## src/hdl/ttr4_pkg.sv

```systemverilog
// Shared types, register codes and constants for the 4-D tensor transpose unit.
`timescale 1ns / 1ps

package ttr4_pkg;

    localparam int NUM_AXES   = 4;
    localparam int AXIS_W     = 2;
    localparam int SIZE_W     = 13;
    localparam int PERM_W     = 8;
    localparam int BYTE_W     = 8;
    localparam int DEST_W     = 24;
    localparam int CFG_IDX_W  = 3;
    localparam int CFG_DATA_W = 13;

    // word queue between front and back
    localparam int Q_DEPTH = 4;
    localparam int Q_PTR_W = 2;
    localparam int Q_CNT_W = 3;

    // register indexes
    localparam logic [CFG_IDX_W-1:0] REG_DIM0   = 3'd0;
    localparam logic [CFG_IDX_W-1:0] REG_DIM1   = 3'd1;
    localparam logic [CFG_IDX_W-1:0] REG_DIM2   = 3'd2;
    localparam logic [CFG_IDX_W-1:0] REG_DIM3   = 3'd3;
    localparam logic [CFG_IDX_W-1:0] REG_PERM   = 3'd4;
    localparam logic [CFG_IDX_W-1:0] REG_OFFSET = 3'd5;

    localparam logic [SIZE_W-1:0] SIZE_RESET  = 13'd1;
    localparam logic [PERM_W-1:0] PERM_RESET  = 8'd228;
    localparam logic [BYTE_W-1:0] BYTE_OFFSET = 8'h80;

    typedef logic [SIZE_W-1:0] size_t;

    typedef struct packed {
        size_t [NUM_AXES-1:0] eff_size;
        logic  [PERM_W-1:0]   perm;
        logic                 offset_mode;
    } cfg_t;

    // zero acts as one, anything above the cap acts as the cap
    function automatic size_t eff_size(input size_t raw, input size_t cap);
        size_t res;
        if (raw == '0)
            res = size_t'(1);
        else if (raw > cap)
            res = cap;
        else
            res = raw;
        return res;
    endfunction

endpackage

```

## src/hdl/ttr4_front.sv

```systemverilog
// Front end: accepts words, steps the coordinate counters, builds queue entries.
`timescale 1ns / 1ps

module ttr4_front #(
    parameter int CNT_W = 12
) (
    input  logic                                          clk,
    input  logic                                          rst_n,
    input  ttr4_pkg::cfg_t                                cfg,
    input  logic                                          in_valid,
    output logic                                          in_ready,
    input  logic signed [ttr4_pkg::BYTE_W-1:0]            element_value,
    input  logic                                          q_ready,
    output logic                                          push,
    output logic [ttr4_pkg::NUM_AXES-1:0][CNT_W-1:0]      push_coords,
    output logic                                          push_last,
    output logic [ttr4_pkg::BYTE_W-1:0]                   push_byte
);
    import ttr4_pkg::*;

    logic [NUM_AXES-1:0][CNT_W-1:0] cnt_reg;
    logic [NUM_AXES-1:0][CNT_W-1:0] cnt_next;
    logic [NUM_AXES-1:0]            at_end;
    logic [NUM_AXES:0]              carry;

    always_comb
    begin
        carry[NUM_AXES] = 1'b1;
        for (int k = NUM_AXES - 1; k >= 0; k--)
        begin
            // counter may sit past a shrunk size; it then counts as at its end
            at_end[k] = ((SIZE_W + 1)'(cnt_reg[k]) + (SIZE_W + 1)'(1))
                        >= (SIZE_W + 1)'(cfg.eff_size[k]);
            carry[k] = carry[k + 1] & at_end[k];
            if (!carry[k + 1])
                cnt_next[k] = cnt_reg[k];
            else if (at_end[k])
                cnt_next[k] = '0;
            else
                cnt_next[k] = cnt_reg[k] + CNT_W'(1);
        end
    end

    assign in_ready    = q_ready;
    assign push        = in_valid & q_ready;
    assign push_coords = cnt_reg;
    assign push_last   = &at_end;
    assign push_byte   = cfg.offset_mode ? (element_value ^ BYTE_OFFSET) : element_value;

    always_ff @(posedge clk or negedge rst_n)
    begin
        if (!rst_n)
            cnt_reg <= '0;
        else if (push)
            cnt_reg <= cnt_next;
    end

endmodule

```

## src/hdl/ttr4_queue.sv

```systemverilog
// Short word queue decoupling the counter front end from the index pipeline.
`timescale 1ns / 1ps

module ttr4_queue #(
    parameter int WIDTH = 57
) (
    input  logic             clk,
    input  logic             rst_n,
    input  logic             push,
    input  logic [WIDTH-1:0] push_data,
    output logic             not_full,
    input  logic             pop,
    output logic             head_valid,
    output logic [WIDTH-1:0] head_data
);
    import ttr4_pkg::*;

    logic [WIDTH-1:0]   entry_reg [Q_DEPTH];
    logic [Q_PTR_W-1:0] wr_ptr_reg;
    logic [Q_PTR_W-1:0] rd_ptr_reg;
    logic [Q_CNT_W-1:0] count_reg;
    logic [Q_CNT_W-1:0] count_next;
    logic               do_push;
    logic               do_pop;

    assign not_full   = count_reg != Q_CNT_W'(Q_DEPTH);
    assign head_valid = count_reg != '0;
    assign head_data  = entry_reg[rd_ptr_reg];
    assign do_push    = push & not_full;
    assign do_pop     = pop & head_valid;

    always_comb
    begin
        count_next = count_reg;
        if (do_push && !do_pop)
            count_next = count_reg + Q_CNT_W'(1);
        else if (do_pop && !do_push)
            count_next = count_reg - Q_CNT_W'(1);
    end

    always_ff @(posedge clk or negedge rst_n)
    begin
        if (!rst_n)
        begin
            wr_ptr_reg <= '0;
            rd_ptr_reg <= '0;
            count_reg  <= '0;
        end
        else
        begin
            count_reg <= count_next;
            if (do_push)
                wr_ptr_reg <= wr_ptr_reg + Q_PTR_W'(1);
            if (do_pop)
                rd_ptr_reg <= rd_ptr_reg + Q_PTR_W'(1);
        end
    end

    always_ff @(posedge clk)
    begin
        if (do_push)
            entry_reg[wr_ptr_reg] <= push_data;
    end

endmodule

```

## src/hdl/ttr4_back.sv

```systemverilog
// Back end: three-stage multiply-add pipeline forming the transposed index.
`timescale 1ns / 1ps

module ttr4_back #(
    parameter int CNT_W      = 12,
    parameter int INDEX_BITS = 24
) (
    input  logic                                          clk,
    input  logic                                          rst_n,
    input  ttr4_pkg::cfg_t                                cfg,
    input  logic                                          head_valid,
    input  logic [ttr4_pkg::NUM_AXES-1:0][CNT_W-1:0]      head_coords,
    input  logic                                          head_last,
    input  logic [ttr4_pkg::BYTE_W-1:0]                   head_byte,
    output logic                                          pop,
    output logic                                          out_valid,
    input  logic                                          out_ready,
    output logic [ttr4_pkg::DEST_W-1:0]                   dest_index,
    output logic [ttr4_pkg::BYTE_W-1:0]                   out_byte,
    output logic                                          last_element,
    output logic                                          index_overflow
);
    import ttr4_pkg::*;

    localparam int AW      = (INDEX_BITS > CNT_W) ? INDEX_BITS : CNT_W;
    localparam int TW      = AW + SIZE_W + 1;
    localparam int NSTAGE  = 3;

    typedef logic [NUM_AXES-1:0][CNT_W-1:0] crd_t;

    logic [NSTAGE-1:0]  vld_reg;
    logic [AW-1:0]      acc_reg  [NSTAGE];
    logic [NSTAGE-1:0]  ovf_reg;
    crd_t               crd_reg  [NSTAGE];
    logic [BYTE_W-1:0]  byte_reg [NSTAGE];
    logic [NSTAGE-1:0]  last_reg;

    logic [AW-1:0]      acc_in   [NSTAGE];
    crd_t               crd_in   [NSTAGE];
    logic [NSTAGE-1:0]  ovf_in;
    logic [TW-1:0]      mac      [NSTAGE];
    logic [AW-1:0]      acc_next [NSTAGE];
    logic [NSTAGE-1:0]  ovf_next;
    logic [AXIS_W-1:0]  src      [NSTAGE];
    logic [AXIS_W-1:0]  src0;
    logic               en;

    // Horner step: acc * size + coord; acc holds only the low index bits
    function automatic logic [TW-1:0] mul_add(input logic [AW-1:0] acc,
                                              input size_t sz,
                                              input logic [CNT_W-1:0] crd);
        return TW'(acc) * TW'(sz) + TW'(crd);
    endfunction

    assign en  = !vld_reg[NSTAGE-1] || out_ready;
    assign pop = en && head_valid;
    assign src0 = cfg.perm[AXIS_W-1:0];

    always_comb
    begin
        for (int s = 0; s < NSTAGE; s++)
        begin
            if (s == 0)
            begin
                acc_in[s] = AW'(head_coords[src0]);
                crd_in[s] = head_coords;
                ovf_in[s] = 1'b0;
            end
            else
            begin
                acc_in[s] = acc_reg[s - 1];
                crd_in[s] = crd_reg[s - 1];
                ovf_in[s] = ovf_reg[s - 1];
            end
            src[s]      = cfg.perm[AXIS_W * (s + 1) +: AXIS_W];
            mac[s]      = mul_add(acc_in[s], cfg.eff_size[src[s]], crd_in[s][src[s]]);
            acc_next[s] = AW'(mac[s][INDEX_BITS-1:0]);
            // the sum only grows, so overflow is sticky
            ovf_next[s] = ovf_in[s] | (|mac[s][TW-1:INDEX_BITS]);
        end
    end

    always_ff @(posedge clk or negedge rst_n)
    begin
        if (!rst_n)
            vld_reg <= '0;
        else if (en)
            vld_reg <= {vld_reg[NSTAGE-2:0], head_valid};
    end

    always_ff @(posedge clk)
    begin
        if (en)
        begin
            for (int s = 0; s < NSTAGE; s++)
            begin
                acc_reg[s] <= acc_next[s];
                ovf_reg[s] <= ovf_next[s];
                crd_reg[s] <= crd_in[s];
            end
            byte_reg[0] <= head_byte;
            last_reg[0] <= head_last;
            for (int s = 1; s < NSTAGE; s++)
            begin
                byte_reg[s] <= byte_reg[s - 1];
                last_reg[s] <= last_reg[s - 1];
            end
        end
    end

    assign out_valid      = vld_reg[NSTAGE-1];
    assign dest_index     = DEST_W'(acc_reg[NSTAGE-1]);
    assign out_byte       = byte_reg[NSTAGE-1];
    assign last_element   = last_reg[NSTAGE-1];
    assign index_overflow = ovf_reg[NSTAGE-1];

endmodule

```

## src/hdl/tensor_transpose_4d_unit.sv

```systemverilog
// Top level of the 4-D int8 tensor transpose unit: registers, front, queue, back.
//
//   channel  | handshake              | payload
//   ---------+------------------------+------------------------------------------------
//   input    | in_valid / in_ready    | element_value (int8)
//   output   | out_valid / out_ready  | dest_index, out_byte, last_element,
//            |                        | index_overflow
//   config   | cfg_write (no wait)    | cfg_index, cfg_data
//
// Sustained rate is one word per cycle while out_ready stays high; the index multiply-add pipeline advances
// whenever its output register is empty or being taken.
// When nothing stalls, an accepted word is written into the queue, and the queue
// head feeds the first multiply-add stage directly, so the word then moves through
// the three stage registers in turn before output valid rises.
// Reset clears the coordinate counters, the queue and the pipeline valid bits and
// returns the registers to sizes 1, identity permutation and plain mode.
// A stalled output stops the pipeline; the queue then fills and input ready drops
// once it holds four words.
`timescale 1ns / 1ps

module tensor_transpose_4d_unit #(
    parameter int MAX_DIM    = 4096,
    parameter int INDEX_BITS = 24
) (
    input  logic                                 clk,
    input  logic                                 rst_n,
    input  logic                                 cfg_write,
    input  logic [ttr4_pkg::CFG_IDX_W-1:0]       cfg_index,
    input  logic [ttr4_pkg::CFG_DATA_W-1:0]      cfg_data,
    input  logic                                 in_valid,
    output logic                                 in_ready,
    input  logic signed [ttr4_pkg::BYTE_W-1:0]   element_value,
    output logic                                 out_valid,
    input  logic                                 out_ready,
    output logic [ttr4_pkg::DEST_W-1:0]          dest_index,
    output logic [ttr4_pkg::BYTE_W-1:0]          out_byte,
    output logic                                 last_element,
    output logic                                 index_overflow
);
    import ttr4_pkg::*;

    // Sizes beyond the 13-bit register can never be written, so the cap and the
    // counters never need more than SIZE_W bits.
    localparam int SIZE_MAX = (1 << SIZE_W) - 1;
    localparam int EFF_CAP  = (MAX_DIM > SIZE_MAX) ? SIZE_MAX : MAX_DIM;
    localparam int CNT_W    = ($clog2(MAX_DIM) < SIZE_W) ? $clog2(MAX_DIM) : SIZE_W;
    localparam int ENTRY_W  = BYTE_W + 1 + NUM_AXES * CNT_W;
    localparam size_t CAP   = size_t'(EFF_CAP);

    size_t              size_reg [NUM_AXES];
    logic [PERM_W-1:0]  perm_reg;
    logic               offset_reg;
    cfg_t               cfg;

    logic                           q_not_full;
    logic                           push;
    logic [NUM_AXES-1:0][CNT_W-1:0] push_coords;
    logic                           push_last;
    logic [BYTE_W-1:0]              push_byte;
    logic                           pop;
    logic                           head_valid;
    logic [ENTRY_W-1:0]             head_data;
    logic [NUM_AXES-1:0][CNT_W-1:0] head_coords;
    logic                           head_last;
    logic [BYTE_W-1:0]              head_byte;

    // Configuration registers; indexes beyond the list are dropped
    always_ff @(posedge clk or negedge rst_n)
    begin
        if (!rst_n)
        begin
            for (int k = 0; k < NUM_AXES; k++)
                size_reg[k] <= SIZE_RESET;
            perm_reg   <= PERM_RESET;
            offset_reg <= 1'b0;
        end
        else if (cfg_write)
        begin
            unique case (cfg_index) inside
                REG_DIM0, REG_DIM1, REG_DIM2, REG_DIM3:
                    size_reg[cfg_index[AXIS_W-1:0]] <= cfg_data[SIZE_W-1:0];
                REG_PERM:
                    perm_reg <= cfg_data[PERM_W-1:0];
                REG_OFFSET:
                    offset_reg <= cfg_data[0];
                default:
                    ;
            endcase
        end
    end

    // Effective sizes: zero reads as one, oversize reads as the cap
    always_comb
    begin
        for (int k = 0; k < NUM_AXES; k++)
            cfg.eff_size[k] = eff_size(size_reg[k], CAP);
        cfg.perm        = perm_reg;
        cfg.offset_mode = offset_reg;
    end

    ttr4_front #(
        .CNT_W (CNT_W)
    ) u_front (
        .clk           (clk),
        .rst_n         (rst_n),
        .cfg           (cfg),
        .in_valid      (in_valid),
        .in_ready      (in_ready),
        .element_value (element_value),
        .q_ready       (q_not_full),
        .push          (push),
        .push_coords   (push_coords),
        .push_last     (push_last),
        .push_byte     (push_byte)
    );

    ttr4_queue #(
        .WIDTH (ENTRY_W)
    ) u_queue (
        .clk        (clk),
        .rst_n      (rst_n),
        .push       (push),
        .push_data  ({push_byte, push_last, push_coords}),
        .not_full   (q_not_full),
        .pop        (pop),
        .head_valid (head_valid),
        .head_data  (head_data)
    );

    assign head_coords = head_data[NUM_AXES*CNT_W-1:0];
    assign head_last   = head_data[NUM_AXES*CNT_W];
    assign head_byte   = head_data[ENTRY_W-1 -: BYTE_W];

    ttr4_back #(
        .CNT_W      (CNT_W),
        .INDEX_BITS (INDEX_BITS)
    ) u_back (
        .clk            (clk),
        .rst_n          (rst_n),
        .cfg            (cfg),
        .head_valid     (head_valid),
        .head_coords    (head_coords),
        .head_last      (head_last),
        .head_byte      (head_byte),
        .pop            (pop),
        .out_valid      (out_valid),
        .out_ready      (out_ready),
        .dest_index     (dest_index),
        .out_byte       (out_byte),
        .last_element   (last_element),
        .index_overflow (index_overflow)
    );

endmodule

```

## config.mk

```make
export PLATFORM = sky130hd
export DESIGN_NAME = tensor_transpose_4d_unit
export DESIGN_NICKNAME = d
export VERILOG_FILES = /design/src/hdl/ttr4_pkg.sv /design/src/hdl/ttr4_front.sv /design/src/hdl/ttr4_queue.sv /design/src/hdl/ttr4_back.sv /design/src/hdl/tensor_transpose_4d_unit.sv
export SDC_FILE = /design/constraint.sdc
export NUM_CORES = 2
export LEC_CHECK = 0
export CAP_MARGIN = 15
export CORE_MARGIN = 2
export CORE_UTILIZATION = 45
export CTS_CLUSTER_SIZE = 10
export DETAILED_ROUTE_END_ITERATION = 7
export DONT_BUFFER_PORTS = 1
export SETUP_SLACK_MARGIN = 0.3
export SYNTH_ARGS = -nofsm -noshare
export SYNTH_HDL_FRONTEND = slang
export SYNTH_SLANG_ARGS = --single-unit
```

## constraint.sdc

```tcl
create_clock -name clk -period 12 [get_ports clk]
set_input_delay 2.4 -clock clk [delete_from_list [all_inputs] [get_ports clk]]
set_output_delay 2.4 -clock clk [all_outputs]
set_load 0.01 [all_outputs]
```

==> results_dict.tcl <==
set metrics [dict create \
    status "complete, no violations" \
    synth.distinct_cells 90 \
    vias_per_cell 5.488 \
    ios 65 \
    dieArea_mm2 0.1155 \
    crit_fanout 36 \
    critPathCaptureType "register" \
    min-delay-start "u_back.byte_reg[0][10]" \
    grt_use_total_pct 21.57 \
    post_cts_resized 0 \
    gp_congestion 0.8740 \
    grt_max_degree 120 \
    largest_reg_flops 228 \
    setup_viol_count_final 0 \
    syn_nets 5515 \
    slew_violations 0 \
    r2r_end "u_back.acc_reg[0][17]" \
    synth_warnings 0 \
    syn2layout_area_growth_pct 6.678 \
    clkSinkCount 545 \
    grt_pass1_wl_mm 195.1 \
    drive_gt1_share_pct 8.305 \
    worst_pin_slew_ns 0.9878 \
    synthTopCellsByArea "edfxtp_1 (25%), fa_1 (24%), ha_1 (9.1%)" \
    path_clk_slew_ns 0.05 \
    cts-hold-fix-buffers 0 \
    die_w_um 339.9 \
    synth_area_leader_cell "edfxtp_1" \
    synth-seq-cells 545 \
    cp-start-kind "register" \
    path_class "reg -> reg" \
    period_needed_ns 8.693 \
    drc_errors 0 \
    ant_nets 0 \
    drtIter0Drc 2288 \
    r2r_cells 25 \
    fin_crit_sh_pct 72.44 \
    finalSetupTns_ns 0 \
    hold_viol 0 \
    worstPathArrival_ns 9.01 \
    drt_wl_total_mm 122.3 \
    cts_made_buffers 69 \
    rsz0062_at_grt "no" \
    yosysMostFrequentCell "inv_1" \
    reg2reg_slack_ns 3.31 \
    final_util_pct 48.28 \
    crit_start "u_queue.rd_ptr_reg[0]" \
    max_cap_viol_count 0 \
    vias 32570 \
    fp-row-count 123 \
    required_ns 12.32 \
    hold_path_end "u_back.byte_reg[0][18]" \
    synth_area_per_cell_um2 11.28 \
    synth_edf_count 426 \
    layout.cells.non_filler 5934 \
    grt_pass1_vias 34380 \
    ys_async_sr_fraction_pct 21.83 \
    synth_seq_area_share_pct 31.08 \
    syn_inst 4502 \
    placed_cells 5812 \
    hold_path.class "reg -> reg" \
    antenna_found_initial 2 \
    worst_hold_slack_ns 0.4167 \
    die_h_um 339.9 \
    clock_skew_ns 0.07275 \
    yosysTopAreaCellShare_pct 25.19 \
    clock.fmax_ghz 0.1150 \
    dpl.hpwl_mm 92.99 \
    dr.pass1.iters 6 \
    nNetsFinal 5396 \
    start_util_pct 45.26 \
    synth_flop_cell "edfxtp_1" \
    root_buffer "clkbuf_16" \
    cts_max_level 3 \
    fp.coreArea_mm2 0.1122 \
    grt_overflow 0 \
    relSlewSlack_pct 34.01 \
    fillers 10090 \
    synth_commonest_cells "inv_1 (701), fa_1 (614), nand2_1 (550)" \
    worstSkewPairLatency_ns 0.64 \
    r2r-start "u_queue.rd_ptr_reg[0]" \
    holdPathStages 0 \
    syn-cell-area_mm2 0.05078 \
    cts_tree "built" \
    clock_path_buffers 3 \
    io_buffers 0 \
    cts_setup_buffers 0 \
    wl_per_cell_um 20.60 \
]
-- cell type report --
type                            instances  area (um2)  share of cell area [%]
Antenna cell                            3       7.507                 0.01386
Clock inverter                         15       290.3                  0.5359
Inverter                              702        2643                   4.878
Multi-Input combinational cell       3043       31530                   58.21
Timing Repair Buffer                   22       165.2                  0.3049
Clock buffer                          104        1868                   3.449
Sequential cell                       545       15790                   29.14
Tap cell                             1500        1877                   3.465
-- routing by layer --
| layer | vias up | GRT usage [%] | wire, um |
|---|---|---|---|
| li1 | 14630 | - | - |
| met1 | 16880 | 28.74 | 51960 |
| met2 | 882 | 37.13 | 60960 |
| met3 | 179 | 2.955 | 6642 |
| met4 | 0 | 5.688 | 2706 |
| met5 | - | 0 | 0 |
-- worst max-delay path, cell delays in order, from the launching register on --
cell and delay [ns]:
dfrtp_4 0.96, buf_4 0.57, mux4_2 0.61, mux4_2 0.70, nand2_1 0.18, fa_1 0.42, fa_1 0.40, inv_1 0.08
fa_1 0.45, fa_1 0.55, inv_1 0.05, fa_1 0.47, inv_1 0.04, ha_1 0.35, a21oi_1 0.22, o21ai_0 0.13
xor2_1 0.17, ha_1 0.36, inv_1 0.07, o21bai_1 0.09, a21o_1 0.18, a31oi_1 0.27, and4bb_2 0.32, a311o_1 0.32
a211oi_1 0.29, xnor2_1 0.10
-- stage by stage --
| stage | cell area [um2] | setup slack, ns |
|---|---|---|
| 2_1_floorplan | 50780 | 4.023 |
| 3_3_place_gp | 52000 | 3.313 |
| 3_5_place_dp | 52000 | 3.279 |
| 4_1_cts | 54160 | 3.200 |
| 5_1_grt | 54160 | 2.751 |
| 6_report | 54170 | 3.307 |
-- worst max-delay path by stage --
stage / endpoint / cells after the start
6_report: u_back.acc_reg[0][17] / 25
5_1_grt: u_back.acc_reg[0][17] / 25
4_1_cts: u_back.acc_reg[0][17] / 25
3_5_place_dp: u_back.ovf_reg[2] / 24
3_3_place_gp: u_back.ovf_reg[2] / 24
2_1_floorplan: u_back.ovf_reg[2] / 27
-- placed cells by master, fill, tap and decap left out, types with 8 or more instances in the layout --
cell type and n:
xnor2_1 78, o2111ai_1 12, nand3_1 43, clkbuf_1 34
fa_1 614, mux2i_1 8, a211oi_1 20, nor2_1 96
and2_1 332, o21bai_1 17, nand2b_1 32, xor2_1 63
nor4_1 11, a31oi_1 17, a21oi_1 99, dfrtp_1 108
clkbuf_16 69, inv_1 700, o2bb2ai_1 16, dfstp_2 8
o21a_1 18, nor2b_1 65, mux4_2 143, nor3_1 28
ha_1 370, and3_1 31, o21ai_0 91, o211ai_1 11
edfxtp_1 426, nand2_1 550, nand4_1 18, mux2_2 68
a21o_1 59, o31ai_1 14, buf_4 22
-- cell families (layout without fill, tap and decap cells) --
family          after synthesis  in the layout  share of synthesized area [%]
xor+xnor                    141            141                          2.432
other cells                   0              3                              0
flops                       545            545                          31.08
fa+ha+maj                   984            984                          33.33
mux                         219            219                          8.008
buf+inv                     914            843                          6.872
compound gates              441            441                          5.961
simple gates               1258           1258                          12.32
Power is left out: the tool's default activity adds up to more than one toggle a clock period on the data nets, which glitch-free logic cannot reach.
